**config.mk**
```make
export PLATFORM = sky130hd
export DESIGN_NAME = svpm_vec_cell
export DESIGN_NICKNAME = d
export VERILOG_FILES = /design/src/rtl/core/svpm_pkg.sv /design/src/rtl/core/svpm_vec_cell.sv
export SDC_FILE = /design/constraint.sdc
export NUM_CORES = 1
export LEC_CHECK = 0
export BUFFER_PORTS_ARGS = -buffer_cell sky130_fd_sc_hd__buf_2
export CAP_MARGIN = 10
export CORE_AREA = 10 10 300 302
export CTS_BUF_LIST = sky130_fd_sc_hd__clkbuf_8
export CTS_CLUSTER_SIZE = 16
export DETAILED_ROUTE_END_ITERATION = 10
export DIE_AREA = 0 0 310 312
export HOLD_SLACK_MARGIN = 0.06
export PLACE_DENSITY_LB_ADDON = 0.05
export SETUP_SLACK_MARGIN = 0.15
export SYNTH_ARGS = -nofsm -noshare
export SYNTH_HDL_FRONTEND = slang
export SYNTH_SLANG_ARGS = --single-unit
```
**constraint.sdc**
```tcl
create_clock -name clk -period 0.8 [get_ports clk]
set_input_delay 0.04 -clock clk [delete_from_list [all_inputs] [get_ports clk]]
set_output_delay 0.04 -clock clk [all_outputs]
set_load 0.03 [all_outputs]
```
**src/rtl/core/svpm_pkg.sv**
```systemverilog
package svpm_pkg;

	// configuration register indexes
	localparam logic [1:0] REG_VOLT_LIMIT   = 2'd0;
	localparam logic [1:0] REG_SUPPLY_VOLTS = 2'd1;
	localparam logic [1:0] REG_TIMER_TOP    = 2'd2;

	// register reset values
	localparam logic [14:0] VOLT_LIMIT_RST   = 15'd2481;
	localparam logic [14:0] SUPPLY_VOLTS_RST = 15'd4301;
	localparam logic [15:0] TIMER_TOP_RST    = 16'd1000;

	// sector codes
	localparam logic [2:0] SEC_0 = 3'd0;
	localparam logic [2:0] SEC_1 = 3'd1;
	localparam logic [2:0] SEC_2 = 3'd2;
	localparam logic [2:0] SEC_3 = 3'd3;
	localparam logic [2:0] SEC_4 = 3'd4;
	localparam logic [2:0] SEC_5 = 3'd5;

	// fixed point constants
	localparam int CORDIC_N = 16;
	localparam int DIV_N    = 31;
	localparam logic [14:0] IDX_MAX = 15'd18907;
	localparam logic signed [33:0] SQRT3_Q15 = 34'sd56756;
	localparam logic signed [43:0] INV_GAIN_Q16 = 44'sd39797;
	localparam logic signed [31:0] ROT_X0_Q30 = 32'sd652032874;
	localparam logic [24:0] DIV6_RECIP = 25'd22369622;
	localparam logic [23:0] QUARTER_TURN = 24'h400000;
	localparam logic signed [25:0] HALF_TURN = 26'sd8388608;

	// arctangent table, 2^-24 turn units
	localparam logic signed [25:0] ATAN_TAB [CORDIC_N] = '{
		26'sd2097152, 26'sd1238021, 26'sd654136, 26'sd332050,
		26'sd166669, 26'sd83416, 26'sd41718, 26'sd20860,
		26'sd10430, 26'sd5215, 26'sd2608, 26'sd1304,
		26'sd652, 26'sd326, 26'sd163, 26'sd81
	};

	// one item as it travels down the pipeline
	typedef struct packed {
		logic               dzero;
		logic signed [15:0] q;
		logic [23:0]        ang;
		logic signed [26:0] vx;
		logic signed [26:0] vy;
		logic signed [25:0] acc;
		logic               neg;
		logic [30:0]        num;
		logic [14:0]        rem;
		logic [30:0]        quo;
		logic signed [15:0] idx;
		logic [2:0]         sec;
		logic signed [31:0] rx1;
		logic signed [31:0] ry1;
		logic signed [25:0] rz1;
		logic signed [31:0] rx2;
		logic signed [31:0] ry2;
		logic signed [25:0] rz2;
	} svpm_item_t;

endpackage

```
**src/rtl/core/svpm_vec_cell.sv**
```systemverilog
module svpm_vec_cell import svpm_pkg::*; #(
	parameter int STAGE = 0
) (
	input  logic       clk,
	input  logic       arst_n,
	input  logic       en,
	input  logic       in_v,
	input  svpm_item_t in_item,
	output logic       out_v,
	output svpm_item_t out_item
);
	svpm_item_t nxt;

	// one vectoring micro-rotation toward the x axis
	always_comb begin
		nxt = in_item;
		if (in_item.vy > 27'sd0) begin
			nxt.vx  = in_item.vx + (in_item.vy >>> STAGE);
			nxt.vy  = in_item.vy - (in_item.vx >>> STAGE);
			nxt.acc = in_item.acc + ATAN_TAB[STAGE];
		end else begin
			nxt.vx  = in_item.vx - (in_item.vy >>> STAGE);
			nxt.vy  = in_item.vy + (in_item.vx >>> STAGE);
			nxt.acc = in_item.acc - ATAN_TAB[STAGE];
		end
	end

	always_ff @(posedge clk or negedge arst_n) begin
		if (!arst_n) begin
			out_v <= 1'b0;
		end else if (en) begin
			out_v <= in_v;
		end
	end

	always_ff @(posedge clk) begin
		if (en) begin
			out_item <= nxt;
		end
	end
endmodule

```
Word-level counts from Yosys, hierarchy flattened
Cells that the tools add are included.
{"block": "totals", "regBits": 399, "latch_bits": 0, "ram_bits": 0, "mem_bits_ro": 0, "input_bits": 402, "output_inout_bits": 399, "wordCells": 26, "n_memories": 0}
{"block": "op_classes", "add_sub_neg": 5, "mul": 0, "div_mod_pow": 0, "magnitude_cmp": 1, "eq_ne": 0, "n_shift": 0, "mux": 1, "n_bitwise": 0, "n_reduce_logical": 0}
{"operator": "80-bit two-way mux", "n": 1}
{"operator": "27-bit subtractor", "n": 2}
{"operator": "27-bit adder", "n": 1}
{"operator": "27-bit by 1-bit > comparator with 1-bit output (second input constant)", "n": 1}
{"operator": "26-bit by 23-bit adder with 26-bit output (second input constant)", "n": 1}
{"operator": "26-bit by 23-bit subtractor with 26-bit output (second input constant)", "n": 1}

Depth between registers and ports, before layout
Gate-level depths: netlist of the first run.
{"block": "depth", "ltp_word": 2, "depth_mapped": 12, "ltp_nobuf": 12}

Least setup slack after synthesis of the first run
OpenSTA, ideal clock, no wires.
{"block": "synth_path", "path_kind": "input -> register", "from": "in in_item[303] in the netlist's numbering", "to": "reg out_item[329] in the netlist's numbering (data pin)", "setup_ns": 0.265, "arrival_ns": 2.082, "t_required_ns": 0.535, "path_slack_ns": -1.546, "path_stages": 12, "n_path_buf": 0, "path_cell_list": "inv_1 -> ha_1 -> fa_1 -> and4b_1 -> a211oi_2 -> o221ai_2 -> a41o_1 -> nand3_1 -> a31oi_1 -> a2111o_1 -> o221ai_2 -> xor2_1"}
{"element": "from (decl)", "line": "svpm_vec_cell.sv:8", "text": "input svpm_item_t in_item,"}
{"element": "to (signal assigned)", "line": "svpm_vec_cell.sv:38", "text": "out_item <= nxt;"}
{"element": "to (decl)", "line": "svpm_vec_cell.sv:10", "text": "output svpm_item_t out_item"}

==> impl_metrics.json, run 1 <==
{
  "endpoint_kind": "register",
  "synth_mux_area_frac": 0.0110,
  "hold_depth": 2,
  "slew_violations": 0,
  "synth-edff-count": 397,
  "yosysWarnings": 0,
  "status": "finished, violations left",
  "numPortBuffers": 800,
  "ys_types": 73,
  "cp_common_cell": "o31a_1",
  "finish.net_count": 3158,
  "critPathMaxStageDelay_ps": 360,
  "start_util": 0.196,
  "grt_pass1_wl_um": 138000,
  "place_congestion": 0.939,
  "ioPinCount": 801,
  "crit_family": "compound AO/OA/AOI/OAI gates",
  "die_y_um": 312,
  "worst_pin_slew_ps": 541,
  "first_pass_iters": 7,
  "cts_tree": "done",
  "synth_seq_cells": 398,
  "wl_um": 102000,
  "viasPerCell": 4.11,
  "antenna_found_initial": 36,
  "startpoint_type": "input port",
  "path_cells": "buf_12 -> buf_6 -> ha_4 -> inv_2 -> fa_2 -> o21bai_4 -> a21oi_2 -> o211ai_2 -> nand3_4 -> o21a_4 -> o31a_1 -> o31a_1 -> mux2i_1 -> xnor2_1",
  "finalCriticalPeriod_ps": 1950,
  "dp_hpwl_um": 83200,
  "worst_path_max_delay_cell": "fa_2",
  "htree_levels": 3,
  "grt_pass1_vias": 16900,
  "via_count": 15700,
  "core_area_um2": 84300,
  "rsz0062_at_grt": "true",
  "route.detailed.drc": 0,
  "die_x_um": 310,
  "drt_iter0_markers": 881,
  "final-setup-viol-count": 852,
  "layout-drive-gt1-share": 0.550,
  "hold_class": "input port to register",
  "power_leakage_nw": 14.8,
  "synth-simple-area-share": 0.0509,
  "dp.cells": 3253,
  "vdd_ir_drop_max_uv": 873,
  "wire_per_inst_um": 26.6,
  "syn_nets": 1568,
  "ys_seq_area_frac": 0.721,
  "final_antenna_net_count": 0,
  "grt_max_degree": 32,
  "violations": "hold timing, setup timing",
  "layout_commonest_cell": "buf_6",
  "power_density_nw_per_um2": 1940,
  "clk_latency_ps": 670,
  "cp.arrival_ps": 2340,
  "synth_compound_area_frac": 0.0856,
  "holdWs_ps": -194,
  "dieArea_um2": 96700,
  "async_reset_ff_frac": 0.00251,
  "syn_area_per_cell_um2": 15.4,
  "worstSetupPathType": "input port to register",
  "synthAdderAreaFrac": 0.0728,
  "cts_buffers": 80,
  "layoutNonFillerInstCount": 3827,
  "areaGrowthSynthToFinish_pct": 108,
  "synth_top_family_by_area": "compound AO/OA/AOI/OAI gates",
  "clockBufferDepth": 3,
  "globalRouteOverflowTotal": 0,
  "num_rows": 107,
  "cp.required_ps": 1200,
  "syn_inst": 1072,
  "hold_viol_final": 9,
  "clock-sinks": 398,
  "timing.final.crit_share": 2.43,
  "grt.total_usage": 0.204,
  "clk_pin_slew_ps": 50,
  "path_buf_inv": 3,
  "maxCapViolations": 0,
  "fin_worst_skew_ps": 0,
  "setup_ws_ps": -1150,
  "maxSlewHeadroom": 0.638,
  "clock_tree.root_cell": "clkbuf_8",
  "crit_cells": 14,
  "crit_fanout": 4,
  "timing.fmax_ghz": 0.514,
  "synth_xor_xnor_area_share": 0.0291,
  "r2r_cells": 1,
  "syn_area_um2": 16600,
  "final_cell_mix": "buf_6 (456), edfxtp_1 (397), buf_2 (383)",
  "synthFlopType": "edfxtp_1"
}
==> area by class of cell <==
cell class	instances	area, um^2
diodes	17	42.5
clock buffers	81	1110
clock inverters	59	330
fillers	8153	49900
inverters	85	352
multi-input cells	556	5490
flip-flops and latches	398	11900
well taps	1090	1360
repair buffers	1541	13800
==> metrics by stage <==
step                      setup TNS, ps  setup slack [ps]  utilization  instance area (um^2)  total power (W)
after floorplan                  -56340             -1430            -                 17000           0.0333
after global placement          -137050             -2030        0.294                 24800           0.0411
after detailed placement        -134520             -2070        0.294                 24800           0.0410
after CTS                       -363270             -1120        0.400                 33700           0.0673
after global routing            -385920             -1250        0.408                 34400           0.0699
final                           -349420             -1150        0.408                 34400           0.0667
==> cells by family (layout without fill, tap and decap cells) <==
logic type,count (synthesis),after routing
flip-flops,398,398
AO/OA/AOI/OAI,215,215
AND/OR/NAND/NOR,174,174
buffers and inverters,118,1766
adder cells (fa/ha/maj),94,94
XOR/XNOR,55,55
multiplexers,18,18
other,0,17
==> worst paths after layout <==
check	slack (ps)	start	end
worst min register to register	610	out_v$_DFFE_PN0P_	out_v$_DFFE_PN0P_
worst max-delay path	-1150	in_item[303]	out_item[348]$_DFFE_PP_
max in group asynchronous	390	arst_n	out_v$_DFFE_PN0P_
worst max register to register	-30	out_v$_DFFE_PN0P_	out_v$_DFFE_PN0P_
min in group asynchronous	290	arst_n	out_v$_DFFE_PN0P_
worst min-delay path	-190	in_item[298]	out_item[299]$_DFFE_PP_
==> synthesized netlist by cell type, types with 3 or more instances <==
cell / instances / area share
a21oi_1: 74 / 0.022
and3_1: 3 / 0.0011
o31ai_1: 6 / 0.0027
a22oi_1: 3 / 0.0014
buf_4: 4 / 0.0018
o221ai_2: 3 / 0.0027
and2_1: 3 / 0.0011
nand2b_1: 12 / 0.0045
buf_2: 9 / 0.0027
a311oi_1: 4 / 0.0021
nor3_1: 9 / 0.0027
clkbuf_1: 15 / 0.0034
xnor2_1: 45 / 0.024
fa_1: 4 / 0.0048
o21ai_0: 45 / 0.014
inv_1: 84 / 0.019
mux2i_1: 17 / 0.010
a21o_1: 18 / 0.0082
ha_1: 90 / 0.068
o211ai_1: 6 / 0.0027
edfxtp_1: 397 / 0.72
a311o_1: 3 / 0.0018
nand2_1: 33 / 0.0075
nor2b_1: 7 / 0.0026
nand3b_1: 3 / 0.0014
xor2_1: 10 / 0.0053
a21oi_2: 4 / 0.0021
or3_1: 7 / 0.0026
o21ai_1: 3 / 0.00091
nand3_1: 6 / 0.0018
a31oi_1: 8 / 0.0030
nand4_1: 7 / 0.0026
o21bai_1: 8 / 0.0036
nor4_1: 9 / 0.0034
nor2_1: 67 / 0.015
==> layer usage <==
| layer | GRT usage | vias up | wire, um |
|---|---|---|---|
| li1 | - | 7201 | - |
| met1 | 0.253 | 7724 | 41800 |
| met5 | 0 | - | 140 |
| met3 | 0.0788 | 168 | 10300 |
| met4 | 0.0663 | 22 | 3140 |
| met2 | 0.321 | 613 | 46500 |
==> power breakdown <==
group	internal, W	switching, W	total (W)
combinational	0.00965	0.0107	0.0204
sequential	0.0253	0.00117	0.0265
clock	0.0101	0.00978	0.0199
==> state kept, by name, indices dropped and copies added (netlist names) <==
signal	flops
out_v	1
out_item	397
==> repair_timing <==
item / CTS / global route
hold buffers: 346 / 1
pin swaps: 105 / 67
buffers inserted: 43 / 22
endpoints found under the setup margin: 456 / 852
cloned: 5 / 1
gates resized for setup: 1031 / 93
endpoints found under the hold margin: 775 / 503
(Power assumes the default switching activity.)
==> inputs of run 2 (changes only) <==
Settings changed: REMOVE_ABC_BUFFERS from default to 1.
==> run 2 against run 1 <==
Against the previous run:
- the run still ends with hold timing, setup timing left
- core utilization down 0.51 points
- count of clock-buffer cells in the layout down 3
- clock skew unchanged
- cell area down 1.3%
- hold slack worse by 1.4 ps
- highest routed layer unchanged
- critical path depth up 1
- critical endpoint is now out_item[319]$_DFFE_PP_
==> impl_metrics.json, run 2 (synthesis gave the netlist of run 1 again) <==
{
  "via_count": 15600,
  "power_leakage_nw": 14.6,
  "clockBufferDepth": 3,
  "p_switching_w": 0.0213,
  "cts_buffers": 78,
  "r2r_end": "out_v$_DFFE_PN0P_",
  "reg2reg_slack_ps": 40,
  "clkPwrFrac": 0.300,
  "timing.final.crit_share": 2.47,
  "r2r-start": "out_v$_DFFE_PN0P_",
  "r2r_cells": 1,
  "core_area_um2": 84300,
  "fillers": 8135,
  "grt.total_usage": 0.193,
  "num_rows": 107,
  "globalRouteOverflowTotal": 0,
  "endpoint_kind": "register",
  "violations": "hold timing, setup timing",
  "clock_tree.root_cell": "clkbuf_8",
  "slew_violations": 0,
  "dp_hpwl_um": 79500,
  "final_antenna_net_count": 0,
  "timing.fmax_ghz": 0.506,
  "grt_pass1_wl_um": 132000,
  "die_y_um": 312,
  "worst_pin_slew_ps": 438,
  "wire_per_inst_um": 25.8,
  "vdd_ir_drop_max_uv": 965,
  "dieArea_um2": 96700,
  "viasPerCell": 4.10,
  "setup_tns_ps": -224470,
  "multi_input_area_um2": 5450,
  "rsz0062_at_grt": "true",
  "grt_max_degree": 49,
  "finish.net_count": 3134,
  "holdWs_ps": -195,
  "ioPinCount": 801,
  "swShare": 0.322,
  "place_congestion": 0.858,
  "layout_commonest_cell": "buf_6",
  "p_comb_frac": 0.301,
  "worstSetupPathType": "input port to register",
  "cp.arrival_ps": 2380,
  "hold_viol_final": 100,
  "critPathLaunch": "in_item[303]",
  "seqCellArea_um2": 11900,
  "cts_tree": "done",
  "status": "finished, violations left",
  "clock-sinks": 398,
  "seqPwrFrac": 0.399,
  "clk_pin_slew_ps": 50,
  "die_x_um": 310,
  "crit_fanout": 3,
  "route.detailed.drc": 0,
  "fin_worst_skew_ps": 0,
  "min_from": "in_item[299]",
  "top_regs": "out_item x397, out_v x1",
  "utilization": 0.403,
  "largest_register": "out_item",
  "cp.required_ps": 1200,
  "first_pass_iters": 5,
  "dp.cells": 3243,
  "numPortBuffers": 800,
  "areaGrowthSynthToFinish_pct": 105,
  "grt_pass1_vias": 16700,
  "clk_latency_ps": 670,
  "internal-power_w": 0.0448,
  "setup_ws_ps": -1180,
  "largest_register_ff_count": 397,
  "wl_um": 97900,
  "maxCapViolations": 0,
  "power_density_nw_per_um2": 1940,
  "holdBufCountCts": 347,
  "antenna_found_initial": 31,
  "startpoint_type": "input port",
  "dp_slack_ps": -2170,
  "layout-drive-gt1-share": 0.549,
  "final-setup-viol-count": 455,
  "crit_end": "out_item[319]$_DFFE_PP_",
  "finalCriticalPeriod_ps": 1980,
  "layoutNonFillerInstCount": 3802,
  "start_util": 0.196,
  "htree_levels": 3,
  "final_cell_mix": "buf_6 (450), edfxtp_1 (397), buf_2 (381)",
  "hold_class": "input port to register",
  "maxSlewHeadroom": 0.707,
  "drt_iter0_markers": 752
}
[run 2: cell count changes in the layout (fill, tap and decap cells not counted), sizes merged]
cell	before	now
clkbuf	82	79
bufbuf	1	0
bufinv	2	3
buf	1193	1172
diode	17	19
inv	111	105
clkinv	31	34
[run 2: worst min path at each step]
stage,to,slack [ps],cells past startpoint
floorplan,out_v$_DFFE_PN0P_,-260,0
global placement,out_v$_DFFE_PN0P_,-180,1
detailed placement,out_v$_DFFE_PN0P_,-180,1
CTS,out_item[299]$_DFFE_PP_,-270,2
global route,out_item[299]$_DFFE_PP_,-230,2
finish,out_item[299]$_DFFE_PP_,-200,2
[run 2: cell type report]
class | count | area share
timing repair buffer | 1519 | 0.394
clock buffer | 78 | 0.0316
inverter | 85 | 0.0105
clock inverter | 57 | 0.0107
antenna | 19 | 0.00140
tap | 1090 | 0.0401
sequential | 398 | 0.351
multi-input combinational | 556 | 0.160
[run 2: worst max-delay path, cell delays in order]
cell,delay (ps)
buf_8,90
buf_6,100
ha_4,130
inv_2,30
fa_2,370
o21bai_4,140
a21oi_2,90
o211ai_2,160
nand3_2,150
o21a_4,250
o31a_1,290
buf_4,150
buf_6,110
mux2i_2,160
xnor2_1,100
[run 2: per-stage QoR]
| stage | area, um^2 | power, W |
|---|---|---|
| finish | 34000 | 0.0661 |
| global route | 34000 | 0.0690 |
| CTS | 33400 | 0.0667 |
| detailed placement | 24300 | 0.0405 |
| global placement | 24300 | 0.0406 |
| floorplan | 16400 | 0.0329 |
[run 2: repair_timing]
action                                  in CTS  in global routing
setup buffers                               37                 19
endpoints found under the setup margin     456                463
hold endpoints to repair                   771                463
cloned                                       2                  1
resized for setup                         1105                 87
pin swaps                                  114                 76
[run 2: metal layers]
layer / GRT usage / wire length, um
met1: 0.230 / 39200
met2: 0.326 / 47600
met3: 0.0660 / 8630
met4: 0.0530 / 2320
met5: 0 / 93
[run 2: power by group through the flow]
| stage | registers, W | logic [W] | clock network (W) |
|---|---|---|---|
| 2_1_floorplan | 0.0301 | 0.00271 | 0 |
| 3_3_place_gp | 0.0262 | 0.0144 | 0 |
| 3_5_place_dp | 0.0262 | 0.0143 | 0 |
| 4_1_cts | 0.0263 | 0.0196 | 0.0208 |
| 5_1_grt | 0.0265 | 0.0209 | 0.0216 |
| 6_report | 0.0263 | 0.0199 | 0.0198 |
==> inputs of run 3 (changes only) <==
Settings changed: ABC_AREA from default to 1, CORE_AREA 10 10 300 302 to 10 10 306 308, DIE_AREA 0 0 310 312 to 0 0 316 318.
==> run 3 against run 2 <==
Against the previous run:
- the run still ends with hold timing, setup timing left
- clock skew stayed put
- highest routed layer unchanged
- hold slack lost 65 ps
- critical path depth down 14
- maximum frequency grew 41%
- synthesized area grew 10%
- first-iteration DRC count is 19% higher
==> impl_metrics.json, run 3 <==
{
  "r2r_end": "out_v$_DFFE_PN0P_",
  "crit_cells": 1,
  "synth-edff-count": 397,
  "layout_commonest_cell": "buf_6",
  "clock_tree.root_cell": "clkbuf_8",
  "layout-drive-gt1-share": 0.501,
  "first_pass_iters": 5,
  "route.detailed.drc": 0,
  "cts_tree": "done",
  "reg2reg_slack_ps": 40,
  "path_cells": "buf_6",
  "cp.required_ps": 760,
  "crit_family": "flip-flops",
  "syn_inst": 1647,
  "finalCriticalPeriod_ps": 1410,
  "grt.total_usage": 0.183,
  "finish.net_count": 3695,
  "place_congestion": 0.848,
  "violations": "hold timing, setup timing",
  "cts_buffers": 79,
  "worst_path_max_delay_cell": "edfxtp_1",
  "clk_latency_ps": 710,
  "holdWs_ps": -260,
  "synth.top_cell.area_share": 0.652,
  "rsz0062_at_grt": "true",
  "wire_per_inst_um": 21.6,
  "worst_pin_slew_ps": 391,
  "dp_hpwl_um": 75900,
  "async_reset_ff_frac": 0.00251,
  "wl_um": 95900,
  "final_antenna_net_count": 0,
  "hold_depth": 2,
  "top_regs": "out_item x397, out_v x1",
  "setup_ws_ps": -607,
  "grt_pass1_wl_um": 135000,
  "ioPinCount": 801,
  "startpoint_type": "register",
  "htree_levels": 3,
  "maxCapViolations": 0,
  "hold_viol_final": 220,
  "synth_area_leaders": "edfxtp_1 (65%), nand2_1 (8.9%), ha_1 (6.2%)",
  "endpoint_kind": "output port",
  "start_util": 0.208,
  "critPathMaxStageDelay_ps": 450,
  "die_x_um": 316,
  "grt_pass1_vias": 19500,
  "status": "finished, violations left",
  "hold_class": "input port to register",
  "power_density_nw_per_um2": 1810,
  "numPortBuffers": 800,
  "maxSlewHeadroom": 0.738,
  "grt_max_degree": 31,
  "fin_worst_skew_ps": 0,
  "crit_fanout": 1,
  "yosysMostFrequentCell": "nand2_1",
  "timing.fmax_ghz": 0.711,
  "drt_iter0_markers": 893,
  "final_cell_mix": "buf_6 (444), edfxtp_1 (397), buf_2 (387)",
  "slew_violations": 0,
  "yosysTopAreaCell": "edfxtp_1",
  "largest_register_ff_count": 397,
  "die_y_um": 318,
  "syn_area_um2": 18300,
  "fin_area_um2": 36500,
  "areaGrowthSynthToFinish_pct": 99.8,
  "clock-sinks": 398,
  "hold_path_end": "out_item[299]$_DFFE_PP_",
  "globalRouteOverflowTotal": 0,
  "via_count": 18100,
  "syn_area_per_cell_um2": 11.1,
  "dieArea_um2": 100000,
  "power.total_w": 0.0662,
  "synth_common_cells": "nand2_1 (432), edfxtp_1 (397), inv_1 (236), nand3_1 (125), ha_1 (90)",
  "worstSetupPathType": "register to output port",
  "yosysWarnings": 0,
  "place_area_um2": 26000,
  "synthFlopType": "edfxtp_1",
  "clockBufferDepth": 3,
  "final-setup-viol-count": 505,
  "viasPerCell": 4.08,
  "min_from": "in_item[299]",
  "num_rows": 109,
  "ys_types": 37,
  "largest_register": "out_item",
  "ys_seq_area_frac": 0.653,
  "path_buf_inv": 1,
  "synth_seq_cells": 398,
  "vdd_ir_drop_max_uv": 1170,
  "clk_pin_slew_ps": 60,
  "r2r_cells": 1,
  "r2r-start": "out_v$_DFFE_PN0P_",
  "cp.arrival_ps": 1370,
  "power_leakage_nw": 16.5,
  "timing.final.crit_share": 1.76,
  "core_area_um2": 87700,
  "antenna_found_initial": 9
}
## run 3: cell count changes after synthesis, sizes merged, moves of 12 or more
cell	change
a21o	-17
buf	+16
clkbuf	-14
inv	+155
mux2i	-17
nand2	+405
nand2b	-12
nand3	+120
nand4	+24
nor2	+26
xnor2	-40
xor2	+15
## run 3: logic make-up (layout without fill, tap and decap cells)
group           count (synthesis)  in the layout  share of synthesized area
compound gates                148            148                     0.0440
xor+xnor                       30             30                     0.0144
fa+ha+maj                      94             94                     0.0660
buf+inv                       275           1887                     0.0602
flops                         398            398                      0.653
mux                             1              1                   0.000616
other cells                     0              9                          0
simple gates                  701            701                      0.162
## run 3: worst max-delay path by stage
stage | startpoint | to | slack [ps]
after floorplan | in_item[304] | out_item[302]$_DFFE_PP_ | -1460
after global placement | in_item[308] | out_item[302]$_DFFE_PP_ | -1680
after detailed placement | in_item[308] | out_item[301]$_DFFE_PP_ | -1660
after CTS | out_item[324]$_DFFE_PP_ | out_item[324] | -710
after global routing | out_item[324]$_DFFE_PP_ | out_item[324] | -690
final | out_item[324]$_DFFE_PP_ | out_item[324] | -610
## run 3: layout make-up
class	count	area (um^2)
sequential	398	11900
antenna	9	22.5
fill	8441	51200
clock inverter	61	328
tap	1165	1460
multi-input combinational	974	7120
clock buffer	80	1100
timing repair buffer	1506	13600
inverter	240	953
## run 3: timing repair
action | 4_1_cts | 5_1_grt
setup endpoints to repair | 456 | 540
gates cloned | 12 | 1
gates resized for setup | 1249 | 143
pin swaps | 137 | 108
setup buffers | 40 | 16
hold buffers | 348 | 1
endpoints found under the hold margin | 763 | 701
## run 3: per-stage QoR
step / worst slack (ps) / std cells / utilization / setup TNS (ps)
2_1_floorplan: -1460 / 1612 / - / -64560
3_3_place_gp: -1680 / 3867 / 0.296 / -122500
3_5_place_dp: -1660 / 3867 / 0.296 / -123150
4_1_cts: -708 / 4408 / 0.407 / -250650
5_1_grt: -687 / 4431 / 0.416 / -260890
6_report: -607 / 4433 / 0.417 / -224070
## run 3: where the power goes
group	internal [W]	switching [W]	total [W]
Clock	0.00974	0.00951	0.0192
Combinational	0.00946	0.0114	0.0209
Sequential	0.0252	0.000876	0.0260
## run 3: layer usage
metal,global-route usage,vias up,wire (um)
li1,-,8668,-
met1,0.193,8762,35300
met2,0.350,561,52200
met4,0.0493,2,2120
met5,0,-,17
met3,0.0490,105,6240
